[src/hdl/sap_pkg.sv]
// ----------------------------------------------------------------------------
// sap_pkg
// shared types and constants of the shelf atlas packer
// ----------------------------------------------------------------------------
package sap_pkg;

    localparam int W_W      = 12;   // request width field
    localparam int H_W      = 12;   // request height field
    localparam int H10_W    = 16;   // ten times the height
    localparam int SH_W     = 13;   // shelf height and cursor
    localparam int TOP_W    = 12;   // shelf top
    localparam int SIDE_W   = 17;   // image side, holds up to 65536
    localparam int AS_W     = 13;   // reported image side

    // ratio window: 10*h >= 7*shelf_height
    localparam int RATIO_NUM = 7;
    localparam int RATIO_DEN = 10;

    // h/10 as (h*3277) >> 15, exact for 12-bit h
    localparam int DIV10_MUL   = 3277;
    localparam int DIV10_SHIFT = 15;

    localparam int RESERVED_ROWS = 2;

    localparam logic [1:0] STATUS_PLACED = 2'd0;
    localparam logic [1:0] STATUS_FULL   = 2'd1;
    localparam logic [1:0] STATUS_SIZE   = 2'd2;

    typedef struct packed {
        logic [W_W-1:0]   w;
        logic [H_W-1:0]   h;
        logic [H10_W-1:0] h10;
        logic [SH_W-1:0]  rh;    // height of a new shelf
    } sap_item_t;

    typedef struct packed {
        logic [SH_W-1:0]  cursor;
        logic [TOP_W-1:0] top;
        logic [SH_W-1:0]  height;
    } sap_shelf_t;

    typedef struct packed {
        logic [11:0]     place_x;
        logic [11:0]     place_y;
        logic [AS_W-1:0] atlas_width;
        logic [AS_W-1:0] atlas_height;
        logic [1:0]      status;
    } sap_result_t;

endpackage

[src/hdl/sap_front.sv]
// ----------------------------------------------------------------------------
// sap_front
// input stage: takes requests and derives the ratio bound and new shelf height
// ----------------------------------------------------------------------------
module sap_front (
    input  logic                aclk,
    input  logic                aresetn,
    input  logic                s_tvalid,
    output logic                s_tready,
    input  logic [23:0]         s_tdata,
    output logic                push,
    input  logic                push_ready,
    output sap_pkg::sap_item_t  push_item
);
    import sap_pkg::*;

    logic               st_valid_reg;
    sap_item_t          st_item_reg;
    logic [W_W-1:0]     in_w;
    logic [H_W-1:0]     in_h;
    logic [23:0]        prod;
    logic [SH_W-1:0]    tenth;
    sap_item_t          item_next;

    assign in_w = s_tdata[11:0];
    assign in_h = s_tdata[23:12];

    always_comb begin
        prod           = {12'd0, in_h} * 24'(DIV10_MUL);
        tenth          = SH_W'(prod >> DIV10_SHIFT);
        item_next.w    = in_w;
        item_next.h    = in_h;
        item_next.h10  = H10_W'(in_h) * H10_W'(RATIO_DEN);
        item_next.rh   = SH_W'(in_h) + tenth;
    end

    assign s_tready  = !st_valid_reg || push_ready;
    assign push      = st_valid_reg;
    assign push_item = st_item_reg;

    always_ff @(posedge aclk) begin
        if (!aresetn) begin
            st_valid_reg <= 1'b0;
        end else if (s_tvalid && s_tready) begin
            st_valid_reg <= 1'b1;
        end else if (push_ready) begin
            st_valid_reg <= 1'b0;
        end
    end

    always_ff @(posedge aclk) begin
        if (s_tvalid && s_tready) begin
            st_item_reg <= item_next;
        end
    end

endmodule

[src/hdl/sap_queue.sv]
// ----------------------------------------------------------------------------
// sap_queue
// two-entry queue between the front and the back
// ----------------------------------------------------------------------------
module sap_queue (
    input  logic                aclk,
    input  logic                aresetn,
    input  logic                push,
    output logic                push_ready,
    input  sap_pkg::sap_item_t  push_item,
    output logic                q_valid,
    input  logic                pop,
    output sap_pkg::sap_item_t  q_item
);
    import sap_pkg::*;

    sap_item_t  slot_reg [2];
    logic       wr_ptr_reg;
    logic       rd_ptr_reg;
    logic [1:0] cnt_reg;
    logic       do_push;
    logic       do_pop;

    assign push_ready = (cnt_reg != 2'd2);
    assign q_valid    = (cnt_reg != 2'd0);
    assign q_item     = slot_reg[rd_ptr_reg];
    assign do_push    = push && push_ready;
    assign do_pop     = pop && q_valid;

    always_ff @(posedge aclk) begin
        if (!aresetn) begin
            wr_ptr_reg <= 1'b0;
            rd_ptr_reg <= 1'b0;
            cnt_reg    <= 2'd0;
        end else begin
            if (do_push) begin
                wr_ptr_reg <= !wr_ptr_reg;
            end
            if (do_pop) begin
                rd_ptr_reg <= !rd_ptr_reg;
            end
            if (do_push && !do_pop) begin
                cnt_reg <= cnt_reg + 2'd1;
            end else if (do_pop && !do_push) begin
                cnt_reg <= cnt_reg - 2'd1;
            end
        end
    end

    always_ff @(posedge aclk) begin
        if (do_push) begin
            slot_reg[wr_ptr_reg] <= push_item;
        end
    end

endmodule

[src/hdl/sap_back.sv]
// ----------------------------------------------------------------------------
// sap_back
// shelf table scan, shelf opening with image growth, and result register
// ----------------------------------------------------------------------------
module sap_back #(
    parameter int MAX_SHELVES  = 32,
    parameter int INITIAL_SIDE = 128,
    parameter int MAXIMUM_SIDE = 4096
) (
    input  logic                  aclk,
    input  logic                  aresetn,
    input  logic                  q_valid,
    input  sap_pkg::sap_item_t    q_item,
    output logic                  pop,
    output logic                  m_valid,
    input  logic                  m_ready,
    output sap_pkg::sap_result_t  m_result
);
    import sap_pkg::*;

    localparam int IDX_W = (MAX_SHELVES > 1) ? $clog2(MAX_SHELVES) : 1;
    localparam int CNT_W = $clog2(MAX_SHELVES + 1);

    localparam logic [2:0] ST_IDLE   = 3'd0;
    localparam logic [2:0] ST_SCAN   = 3'd1;
    localparam logic [2:0] ST_DECIDE = 3'd2;
    localparam logic [2:0] ST_GROW   = 3'd3;

    sap_shelf_t shelf_mem [MAX_SHELVES];
    sap_shelf_t rdata_reg;

    logic [2:0]         state_reg,     state_next;
    sap_item_t          item_reg,      item_next;
    logic [CNT_W-1:0]   scan_idx_reg,  scan_idx_next;
    logic               eval_reg,      eval_next;
    logic [IDX_W-1:0]   eval_idx_reg,  eval_idx_next;
    logic               found_reg,     found_next;
    logic [IDX_W-1:0]   pick_reg,      pick_next;
    sap_shelf_t         best_reg,      best_next;
    logic [CNT_W-1:0]   count_reg,     count_next;
    logic [SH_W-1:0]    nfy_reg,       nfy_next;
    logic [SIDE_W-1:0]  side_w_reg,    side_w_next;
    logic [SIDE_W-1:0]  side_h_reg,    side_h_next;
    logic [SIDE_W-1:0]  grow_w_reg,    grow_w_next;
    logic [SIDE_W-1:0]  grow_h_reg,    grow_h_next;
    logic               out_valid_reg, out_valid_next;
    sap_result_t        out_reg,       out_next;

    logic               issue;
    logic [IDX_W-1:0]   rd_addr;
    logic               wr_en;
    logic [IDX_W-1:0]   wr_addr;
    sap_shelf_t         wr_data;
    logic               match;
    logic [SH_W:0]      fit_sum;
    logic [SH_W:0]      row_end;
    logic [SIDE_W:0]    dbl_w;
    logic [SIDE_W:0]    dbl_h;
    logic [H10_W-1:0]   low_bound;

    assign m_valid  = out_valid_reg;
    assign m_result = out_reg;

    always_comb begin
        state_next     = state_reg;
        item_next      = item_reg;
        scan_idx_next  = scan_idx_reg;
        eval_next      = 1'b0;
        eval_idx_next  = eval_idx_reg;
        found_next     = found_reg;
        pick_next      = pick_reg;
        best_next      = best_reg;
        count_next     = count_reg;
        nfy_next       = nfy_reg;
        side_w_next    = side_w_reg;
        side_h_next    = side_h_reg;
        grow_w_next    = grow_w_reg;
        grow_h_next    = grow_h_reg;
        out_valid_next = out_valid_reg && !m_ready;
        out_next       = out_reg;
        pop            = 1'b0;
        wr_en          = 1'b0;
        wr_addr        = pick_reg;
        wr_data        = best_reg;

        issue   = (scan_idx_reg < count_reg);
        rd_addr = scan_idx_reg[IDX_W-1:0];

        // candidate test on the entry read last cycle
        fit_sum   = {1'b0, rdata_reg.cursor} + (SH_W+1)'(item_reg.w);
        low_bound = H10_W'(rdata_reg.height) * H10_W'(RATIO_NUM);
        match = (rdata_reg.height != '0)
             && (item_reg.h10 >= low_bound)
             && (SH_W'(item_reg.h) <= rdata_reg.height)
             && (!found_reg || rdata_reg.height <= best_reg.height)
             && (SIDE_W'(fit_sum) <= side_w_reg);

        row_end = {1'b0, nfy_reg} + {1'b0, item_reg.rh};
        dbl_w   = {grow_w_reg, 1'b0};
        dbl_h   = {grow_h_reg, 1'b0};

        case (state_reg)
            ST_IDLE: begin
                if (q_valid && !out_valid_reg) begin
                    pop           = 1'b1;
                    item_next     = q_item;
                    scan_idx_next = '0;
                    found_next    = 1'b0;
                    state_next    = ST_SCAN;
                end
            end
            ST_SCAN: begin
                // one read issued and one entry judged per cycle
                if (issue) begin
                    scan_idx_next = scan_idx_reg + CNT_W'(1);
                    eval_next     = 1'b1;
                    eval_idx_next = scan_idx_reg[IDX_W-1:0];
                end
                if (eval_reg && match) begin
                    found_next = 1'b1;
                    pick_next  = eval_idx_reg;
                    best_next  = rdata_reg;
                end
                if (!issue && !eval_reg) begin
                    state_next = ST_DECIDE;
                end
            end
            ST_DECIDE: begin
                if (found_reg) begin
                    wr_en          = 1'b1;
                    wr_addr        = pick_reg;
                    wr_data        = best_reg;
                    wr_data.cursor = SH_W'({1'b0, best_reg.cursor}
                                         + (SH_W+1)'(item_reg.w));
                    out_next.place_x      = best_reg.cursor[11:0];
                    out_next.place_y      = best_reg.top;
                    out_next.atlas_width  = side_w_reg[AS_W-1:0];
                    out_next.atlas_height = side_h_reg[AS_W-1:0];
                    out_next.status       = STATUS_PLACED;
                    out_valid_next        = 1'b1;
                    state_next            = ST_IDLE;
                end else if (count_reg == CNT_W'(MAX_SHELVES)) begin
                    out_next.place_x      = '0;
                    out_next.place_y      = '0;
                    out_next.atlas_width  = side_w_reg[AS_W-1:0];
                    out_next.atlas_height = side_h_reg[AS_W-1:0];
                    out_next.status       = STATUS_FULL;
                    out_valid_next        = 1'b1;
                    state_next            = ST_IDLE;
                end else begin
                    grow_w_next = side_w_reg;
                    grow_h_next = side_h_reg;
                    state_next  = ST_GROW;
                end
            end
            ST_GROW: begin
                // one doubling per cycle until the new row fits or the size limit is reached
                if (SIDE_W'(row_end) >= grow_h_reg) begin
                    if (dbl_h > (SIDE_W+1)'(MAXIMUM_SIDE)
                            || dbl_w > (SIDE_W+1)'(MAXIMUM_SIDE)
                            || grow_h_reg == '0) begin
                        out_next.place_x      = '0;
                        out_next.place_y      = '0;
                        out_next.atlas_width  = side_w_reg[AS_W-1:0];
                        out_next.atlas_height = side_h_reg[AS_W-1:0];
                        out_next.status       = STATUS_SIZE;
                        out_valid_next        = 1'b1;
                        state_next            = ST_IDLE;
                    end else begin
                        grow_w_next = dbl_w[SIDE_W-1:0];
                        grow_h_next = dbl_h[SIDE_W-1:0];
                    end
                end else begin
                    wr_en          = 1'b1;
                    wr_addr        = count_reg[IDX_W-1:0];
                    wr_data.cursor = SH_W'(item_reg.w);
                    wr_data.top    = nfy_reg[TOP_W-1:0];
                    wr_data.height = item_reg.rh;
                    side_w_next    = grow_w_reg;
                    side_h_next    = grow_h_reg;
                    count_next     = count_reg + CNT_W'(1);
                    nfy_next       = row_end[SH_W-1:0];
                    out_next.place_x      = '0;
                    out_next.place_y      = nfy_reg[TOP_W-1:0];
                    out_next.atlas_width  = grow_w_reg[AS_W-1:0];
                    out_next.atlas_height = grow_h_reg[AS_W-1:0];
                    out_next.status       = STATUS_PLACED;
                    out_valid_next        = 1'b1;
                    state_next            = ST_IDLE;
                end
            end
            default: begin
                state_next = ST_IDLE;
            end
        endcase
    end

    always_ff @(posedge aclk) begin
        if (!aresetn) begin
            state_reg     <= ST_IDLE;
            eval_reg      <= 1'b0;
            found_reg     <= 1'b0;
            count_reg     <= '0;
            nfy_reg       <= SH_W'(RESERVED_ROWS);
            side_w_reg    <= SIDE_W'(INITIAL_SIDE);
            side_h_reg    <= SIDE_W'(INITIAL_SIDE);
            out_valid_reg <= 1'b0;
        end else begin
            state_reg     <= state_next;
            eval_reg      <= eval_next;
            found_reg     <= found_next;
            count_reg     <= count_next;
            nfy_reg       <= nfy_next;
            side_w_reg    <= side_w_next;
            side_h_reg    <= side_h_next;
            out_valid_reg <= out_valid_next;
        end
    end

    always_ff @(posedge aclk) begin
        item_reg     <= item_next;
        scan_idx_reg <= scan_idx_next;
        eval_idx_reg <= eval_idx_next;
        pick_reg     <= pick_next;
        best_reg     <= best_next;
        grow_w_reg   <= grow_w_next;
        grow_h_reg   <= grow_h_next;
        out_reg      <= out_next;
    end

    // shelf table
    always_ff @(posedge aclk) begin
        if (wr_en) begin
            shelf_mem[wr_addr] <= wr_data;
        end
        rdata_reg <= shelf_mem[rd_addr];
    end

    a_count_bound: assert property (@(posedge aclk) disable iff (!aresetn)
        count_reg <= CNT_W'(MAX_SHELVES))
        else $error("shelf count above table depth");

    a_sides_equal: assert property (@(posedge aclk) disable iff (!aresetn)
        side_w_reg == side_h_reg)
        else $error("image sides diverged");

    a_side_limit: assert property (@(posedge aclk) disable iff (!aresetn)
        side_h_reg <= SIDE_W'(MAXIMUM_SIDE))
        else $error("image side above limit");

    a_error_no_change: assert property (@(posedge aclk) disable iff (!aresetn)
        (!out_valid_reg && out_valid_next && out_next.status != STATUS_PLACED)
        |=> $stable(count_reg) && $stable(nfy_reg) && $stable(side_h_reg))
        else $error("error result changed allocator state");

    a_busy_out_free: assert property (@(posedge aclk) disable iff (!aresetn)
        (state_reg == ST_SCAN || state_reg == ST_GROW) |-> !out_valid_reg)
        else $error("work started while result pending");

endmodule

[src/hdl/shelf_atlas_packer_core.sv]
// ----------------------------------------------------------------------------
// shelf_atlas_packer_core
// shelf allocator for a texture atlas: places rectangles on rows of an image
// ----------------------------------------------------------------------------
// flow: each request passes the front register and the queue; the back end then scans
//   the stored shelves, opens a new shelf and doubles the image where needed
// the back end scans one shelf per cycle and takes no new item from the queue until
//   the result of the last one has been taken
// reset: control state, shelf count, row cursor and image sides take their start
//   values; the shelf table is not cleared, only entries below the count are used
module shelf_atlas_packer_core #(
    parameter int MAX_SHELVES  = 32,
    parameter int INITIAL_SIDE = 128,
    parameter int MAXIMUM_SIDE = 4096
) (
    input  logic        aclk,
    input  logic        aresetn,
    // request channel
    input  logic        s_tvalid,
    output logic        s_tready,
    input  logic [23:0] s_tdata,   // req_width[11:0], req_height[23:12]
    // result channel
    output logic        m_tvalid,
    input  logic        m_tready,
    output logic [55:0] m_tdata,   // place_x[11:0], place_y[23:12],
                                   // atlas_width[36:24], atlas_height[49:37], zero pad
    output logic [1:0]  m_tuser    // status[1:0]
);
    import sap_pkg::*;

    // front to queue
    logic        push;
    logic        push_ready;
    sap_item_t   push_item;

    // queue to back
    logic        q_valid;
    logic        pop;
    sap_item_t   q_item;

    sap_result_t result;

    // front: takes requests, computes 10*h and the new shelf height
    sap_front u_front (
        .aclk       (aclk),
        .aresetn    (aresetn),
        .s_tvalid   (s_tvalid),
        .s_tready   (s_tready),
        .s_tdata    (s_tdata),
        .push       (push),
        .push_ready (push_ready),
        .push_item  (push_item)
    );

    // short queue so the front keeps taking items while the back scans
    sap_queue u_queue (
        .aclk       (aclk),
        .aresetn    (aresetn),
        .push       (push),
        .push_ready (push_ready),
        .push_item  (push_item),
        .q_valid    (q_valid),
        .pop        (pop),
        .q_item     (q_item)
    );

    // back: best-fit scan over the shelf table, shelf opening, result register
    sap_back #(
        .MAX_SHELVES  (MAX_SHELVES),
        .INITIAL_SIDE (INITIAL_SIDE),
        .MAXIMUM_SIDE (MAXIMUM_SIDE)
    ) u_back (
        .aclk     (aclk),
        .aresetn  (aresetn),
        .q_valid  (q_valid),
        .q_item   (q_item),
        .pop      (pop),
        .m_valid  (m_tvalid),
        .m_ready  (m_tready),
        .m_result (result)
    );

    // result packing, lowest field first
    assign m_tdata = {6'd0, result.atlas_height, result.atlas_width,
                      result.place_y, result.place_x};
    assign m_tuser = result.status;

endmodule

[config.mk]
export PLATFORM = sky130hd
export DESIGN_NAME = shelf_atlas_packer_core
export DESIGN_NICKNAME = d
export VERILOG_FILES = /design/src/hdl/sap_pkg.sv /design/src/hdl/sap_front.sv /design/src/hdl/sap_queue.sv /design/src/hdl/sap_back.sv /design/src/hdl/shelf_atlas_packer_core.sv
export SDC_FILE = /design/constraint.sdc
export NUM_CORES = 2
export LEC_CHECK = 0
export BUFFER_PORTS_ARGS = -buffer_cell sky130_fd_sc_hd__buf_2
export CORE_MARGIN = 5
export CORE_UTILIZATION = 45
export DETAILED_ROUTE_END_ITERATION = 12
export PLACE_DENSITY = 0.61
export SLEW_MARGIN = 10
export SYNTH_ARGS = -nofsm -noshare
export SYNTH_HDL_FRONTEND = slang
export SYNTH_SLANG_ARGS = --single-unit
[constraint.sdc]
create_clock -name aclk -period 7.6 [get_ports aclk]
set_clock_uncertainty 0.1 [all_clocks]
set_input_delay 0.76 -clock aclk [delete_from_list [all_inputs] [get_ports aclk]]
set_output_delay 0.76 -clock aclk [all_outputs]
set_load 0.01 [all_outputs]
## After elaboration in Yosys (flattened, before gate mapping)

Memory sizes are Yosys's and may differ from the RTL's. A register that Yosys moved wholly into a read port is not among the register bits.
Cells that the tools add are included.

- Output and inout bits: 60
- Bits in registers: 272
- Input port bits: 28
- Memory bits (writable): 1320
- Logic and storage cells: 164
- Memories: 2

Memories:

| memory | depth | width | read ports | clocked after Yosys merged registers in | write ports | RTL line | text |
|---|---|---|---|---|---|---|---|
| u_back.shelf_mem | 32 | 38 | 1 | 1 | 1 | sap_back.sv:29 | `sap_shelf_t shelf_mem [MAX_SHELVES];` |
| u_queue.slot_reg | 2 | 52 | 1 | 1 | 1 | sap_queue.sv:17 | `sap_item_t slot_reg [2];` |

- Magnitude comparators: 8
- Multiply operators: 3
- Reductions and logical operators: 45
- Bitwise logic cells: 1
- Muxes and demuxes: 52
- Equality and inequality tests: 15
- Add/subtract/negate cells: 8

Operators by type and width:

| kind | count |
|---|---|
| $mux W52 | 4 |
| $mux W17 | 8 |
| $pmux W52 S2 | 1 |
| $mux W38 | 2 |
| $pmux W38 S2 | 1 |
| $pmux W17 S2 | 2 |
| $gt A18 B13 Y1 const B | 2 |
| $mul A12 B12 Y24 const B | 1 |
| $ge A14 B17 Y1 | 1 |
| $le A14 B17 Y1 | 1 |
| $logic_not A17 Y1 | 1 |
| $mux W1 | 17 |
| $ge A16 B16 Y1 | 1 |
| $mul A13 B3 Y16 const B | 1 |
| $mul A12 B3 Y15 const B | 1 |
| $mux W3 | 5 |
| $add A13 B12 Y14 | 1 |
| $add A13 B13 Y14 | 1 |
| $add A12 B9 Y13 | 1 |
| $add A13 B12 Y13 | 1 |
| $le A12 B13 Y1 | 1 |
| $le A13 B13 Y1 | 1 |
| $logic_and A1 B1 Y1 | 13 |
| $reduce_bool A13 Y1 | 1 |
| 25 further kinds | 63 |

## Longest topological paths before layout

- Depth in word-level cells: 9
- Depth in mapped cells: 25
- Mapped depth without buffers: 25

## Cells and area by module

Synthesis repeated with hierarchy kept, for this count alone.

- Cell total of the unflattened synthesis: 3656
- Area total of the unflattened synthesis: 69425.3 µm²

By module, submodules not included:

| module | seq. area each (µm²) | area each (µm²) | instances | cells an instance |
|---|---|---|---|---|
| sap_back | 44232.4 | 60503.0 | 1 | 3049 |
| sap_front | 1521.5 | 4818.4 | 1 | 411 |
| sap_queue | 3283.1 | 4055.1 | 1 | 189 |
| shelf_atlas_packer_core | 0.0 | 48.8 | 1 | 7 |

## Worst setup path after synthesis

OpenSTA, ideal clock, no wires.

- Path type: register to register
- Start: register u_back.item_reg[0] (netlist bit)
- End: register u_back.out_reg, in the netlist u_back.m_result[0], enable pin
- Buffers on the path: 0
- Cell stages (with the launch flop): 16
- Clock period less this slack: 6.595 ns
- Setup time: 0.482 ns
- Data required time: 7.018 ns
- Arrival time: 6.013 ns
- Slack: 1.005 ns
- Cells stage by stage: edfxtp_1 -> ha_1 -> fa_1 -> a211o_1 -> a2111oi_2 -> o31ai_1 -> a21o_1 -> a21oi_1 -> xnor2_1 -> ha_1 -> and3_1 -> a221oi_1 -> o21ai_1 -> a21oi_2 -> nor2_1 -> a21oi_1

- Word-level cells in the longest chain between the ends: 4

Ends and longest elaborated chain:

| item | RTL line | text |
|---|---|---|
| from (decl) | sap_back.sv:33 | `sap_item_t item_reg, item_next;` |
| from (signal assigned) | sap_back.sv:221 | `item_reg <= item_next;` |
| $add A13 B13 Y14 | sap_back.sv:98 | `row_end = {1'b0, nfy_reg} + {1'b0, item_reg.rh};` |
| net u_back.row_end[12] | sap_back.sv:56 | `logic [SH_W:0] row_end;` |
| $ge A14 B17 Y1 | sap_back.sv:158 | `if (SIDE_W'(row_end) >= grow_h_reg) begin` |
| $ne A3 B3 Y1 (no line) | - |  |
| $reduce_and A3 Y1 (no line) | - |  |
| to (signal assigned) | sap_back.sv:228 | `out_reg <= out_next;` |
| to (decl) | sap_back.sv:47 | `sap_result_t out_reg, out_next;` |

The timed path passes the listed nets, and every way through them passes these cells.
A chain may end at the register's enable or synchronous reset.

==> results.py <==
metrics = {
    "outcome": {
        "status": "finished clean",
    },
    "logic_synthesis": {
        "synth.distinct_cells": 72,
        "synth_warnings": 0,
        "yosysSeqAreaShare": 0.7064,
        "synth_cells": 3643,
        "synthTopCellsByArea": "edfxtp_1 68%, mux4_2 12%, ha_1 4.2%",
        "syn_avg_cell_area_sq_um": 18.94,
        "synthFlopType": "edfxtp_1",
        "syn-cell-area_sq_um": 69010,
        "synth_edf_count": 1556,
        "ys_top_cells_by_count": "1556 x edfxtp_1, 380 x mux4_2, 234 x ha_1, 202 x nand2_1, 150 x inv_1",
        "synth_area_leader_cell": "edfxtp_1",
        "synthArstFlopShare": 0,
        "synth_most_common_cell": "edfxtp_1",
        "ys_seq_elements": 1657,
        "synth.top_cell.area_share": 0.6771,
    },
    "detailed_routing": {
        "dr.first_iter.drc_count": 3342,
        "drcViolationCount": 0,
        "vias_per_cell": 5.700,
        "wl_per_cell_um": 26.77,
        "wl_um": 161200,
        "ant_nets": 0,
        "vias": 34332,
        "first_pass_iters": 6,
    },
    "placement": {
        "place.gp.congestion": 0.7984,
        "port_buffers": 81,
        "dp_hpwl_um": 90570,
        "dp_cells": 5703,
    },
    "global_route": {
        "grt_pass1_wl_um": 237400,
        "overflow": 0,
        "grt_antenna_before_repair": 2,
        "grt_pass1_vias": 35032,
        "track_usage": 0.1999,
        "grt_max_degree": 153,
    },
    "layout": {
        "largest_register_ffs": 1216,
        "final_cells": 6023,
        "diodes": 0,
        "num-nets-final": 4171,
        "syn_to_final_growth_pct": 13.58,
        "final_core_util": 0.5148,
        "n_fill_cell": 12085,
        "drive_gt1_frac": 0.2382,
    },
    "critical_path": {
        "crit_type": "flop to flop",
        "cp-start-kind": "flop",
        "cp.arrival_ns": 6.63,
        "critPathMaxFanout": 76,
        "worst_ep_required_time_ns": 7.91,
        "crit_path_end_kind": "flop",
    },
    "sta": {
        "relSlewSlack": 0.1355,
        "drv_slew": 0,
        "fmax_ghz": 0.1582,
        "worstMarginPinSlew_ns": 1.297,
        "period_share": 0.8316,
        "tns_ns": 0,
        "hold_violations": 0,
        "rsz0062_at_grt": "false",
        "setup_viol": 0,
        "min_period_ns": 6.320,
    },
    "cts": {
        "cts_tree": "yes",
        "clkSlewWorstSetupHoldPaths_ns": 0.06,
        "numCtsBuffers": 167,
        "cts_root_buffer": "clkbuf_16",
        "cts_resized": 0,
        "cts_sinks": 1657,
        "clkLatencyLatePin_ns": 0.80,
        "clockBufferDepth": 3,
        "htreeDepth": 4,
    },
    "floorplan": {
        "start_util": 0.4532,
        "io-pin-count": 88,
        "core_area_sq_um": 152300,
        "die_x_um": 401.6,
        "die_area_sq_um": 161300,
        "fp-row-count": 143,
        "die_height_um": 401.6,
    },
    "power_and_ir_drop": {
        "leakage_nw": 26.21,
        "irDropWorstVdd_v": 0.0003090,
        "power_density_nw_per_um2": 372.1,
        "power_mw": 29.17,
    },
    "run": {
        "maxCapViolCount": 0,
    },
    "hold_path": {
        "min_path_type": "input pin to flop",
    },
}
logic make-up (layout without fill, tap and decap cells):
family,after synthesis,count (layout),synth area share
adder cells (fa/ha/maj),289,289,0.05838
AO/OA/AOI/OAI,366,366,0.03354
flip-flops,1657,1657,0.7064
AND/OR/NAND/NOR,469,469,0.03238
other,1,6,0.00005434
buffers and inverters,294,639,0.01770
XOR/XNOR,79,79,0.01003
multiplexers,488,488,0.1415
timing repair:
item / in CTS / in global routing
hold endpoints to repair: 12 / 0
hold buffers: 12 / 0
buffers inserted: 0 / 0
worst paths after layout:
kind              cells past startpoint                           endpoint  slack (ns)                            from
setup / recovery                     16  u_back.shelf_mem[22][0]$_DFFE_PP_        1.28  u_back.nfy_reg[0]$_SDFFE_PN0P_
hold / removal                        3          u_front.push$_SDFFE_PN0P_        0.10                        s_tvalid
setup reg to reg                     16  u_back.shelf_mem[22][0]$_DFFE_PP_        1.28  u_back.nfy_reg[0]$_SDFFE_PN0P_
hold reg to reg                       0      u_back.best_reg[18]$_DFFE_PP_        0.30    u_back.rdata_reg[18]$_DFF_P_
layout make-up:
cell class	count	area, sq um	area share
flip-flops and latches	1657	48750	0.6220
clock inverters	105	1015	0.01295
repair buffers	181	1436	0.01833
inverters	150	563.0	0.007183
multi-input cells	1697	19610	0.2502
well taps	2030	2540	0.03240
clock buffers	203	4468	0.05700
worst max-delay path, cell delays in order, from the launching register on:
cell and delay, ns:
dfxtp_1 0.49, ha_1 0.35, fa_1 0.43, a211o_1 0.33, a2111oi_2 0.38, o31ai_1 0.18
a21o_1 0.20, a21oi_1 0.19, xnor2_1 0.17, ha_1 0.28, and3_1 0.16, a221oi_1 0.24
o21ai_1 0.18, a211oi_4 0.38, buf_4 0.88, nand2_1 0.12, nand2_1 0.82
cells in the final DEF (no fill, tap or decap), types with 24 or more instances in the layout:
cell       instances
and2_1            31
buf_2             81
o22ai_4           32
inv_1            149
ha_1             234
xnor2_1           50
nand3_1           32
nor2_1            71
clkinv_2          32
and3_1            24
o21ai_0           72
mux2_2            90
buf_4             68
xor2_1            29
mux4_2           380
fa_1              55
a21oi_1           93
clkbuf_1          24
a21o_1            28
edfxtp_1        1556
nand2_1          202
clkbuf_16        170
dfxtp_1          100
clkinv_1          36
per-layer routing:
layer / part of all wire / vias to the layer above / global-route usage
met3: 0.064 / 226 / 0.03927
met5: 0 / - / 0
met1: 0.42 / 18050 / 0.2757
li1: - / 15014 / -
met2: 0.49 / 1042 / 0.3265
met4: 0.026 / 0 / 0.05778
metrics by stage:
stage	hold WS (ns)	setup WS (ns)	instance area [sq um]
finish	0.1000	1.280	78380
floorplan	0.2855	1.005	69030
global placement	0.2881	0.7280	72760
CTS	0.02652	1.294	78360
global route	0.09381	0.8337	78380
detailed placement	0.2919	0.6622	72760
where the power goes:
part	total, mW	switching, mW	internal (mW)	leakage, nW
registers	11.5	0.487	11.0	14.9
logic	9.57	5.07	4.50	8.64
clock network	8.10	3.50	4.60	2.66
(Power assumes the default switching activity.)
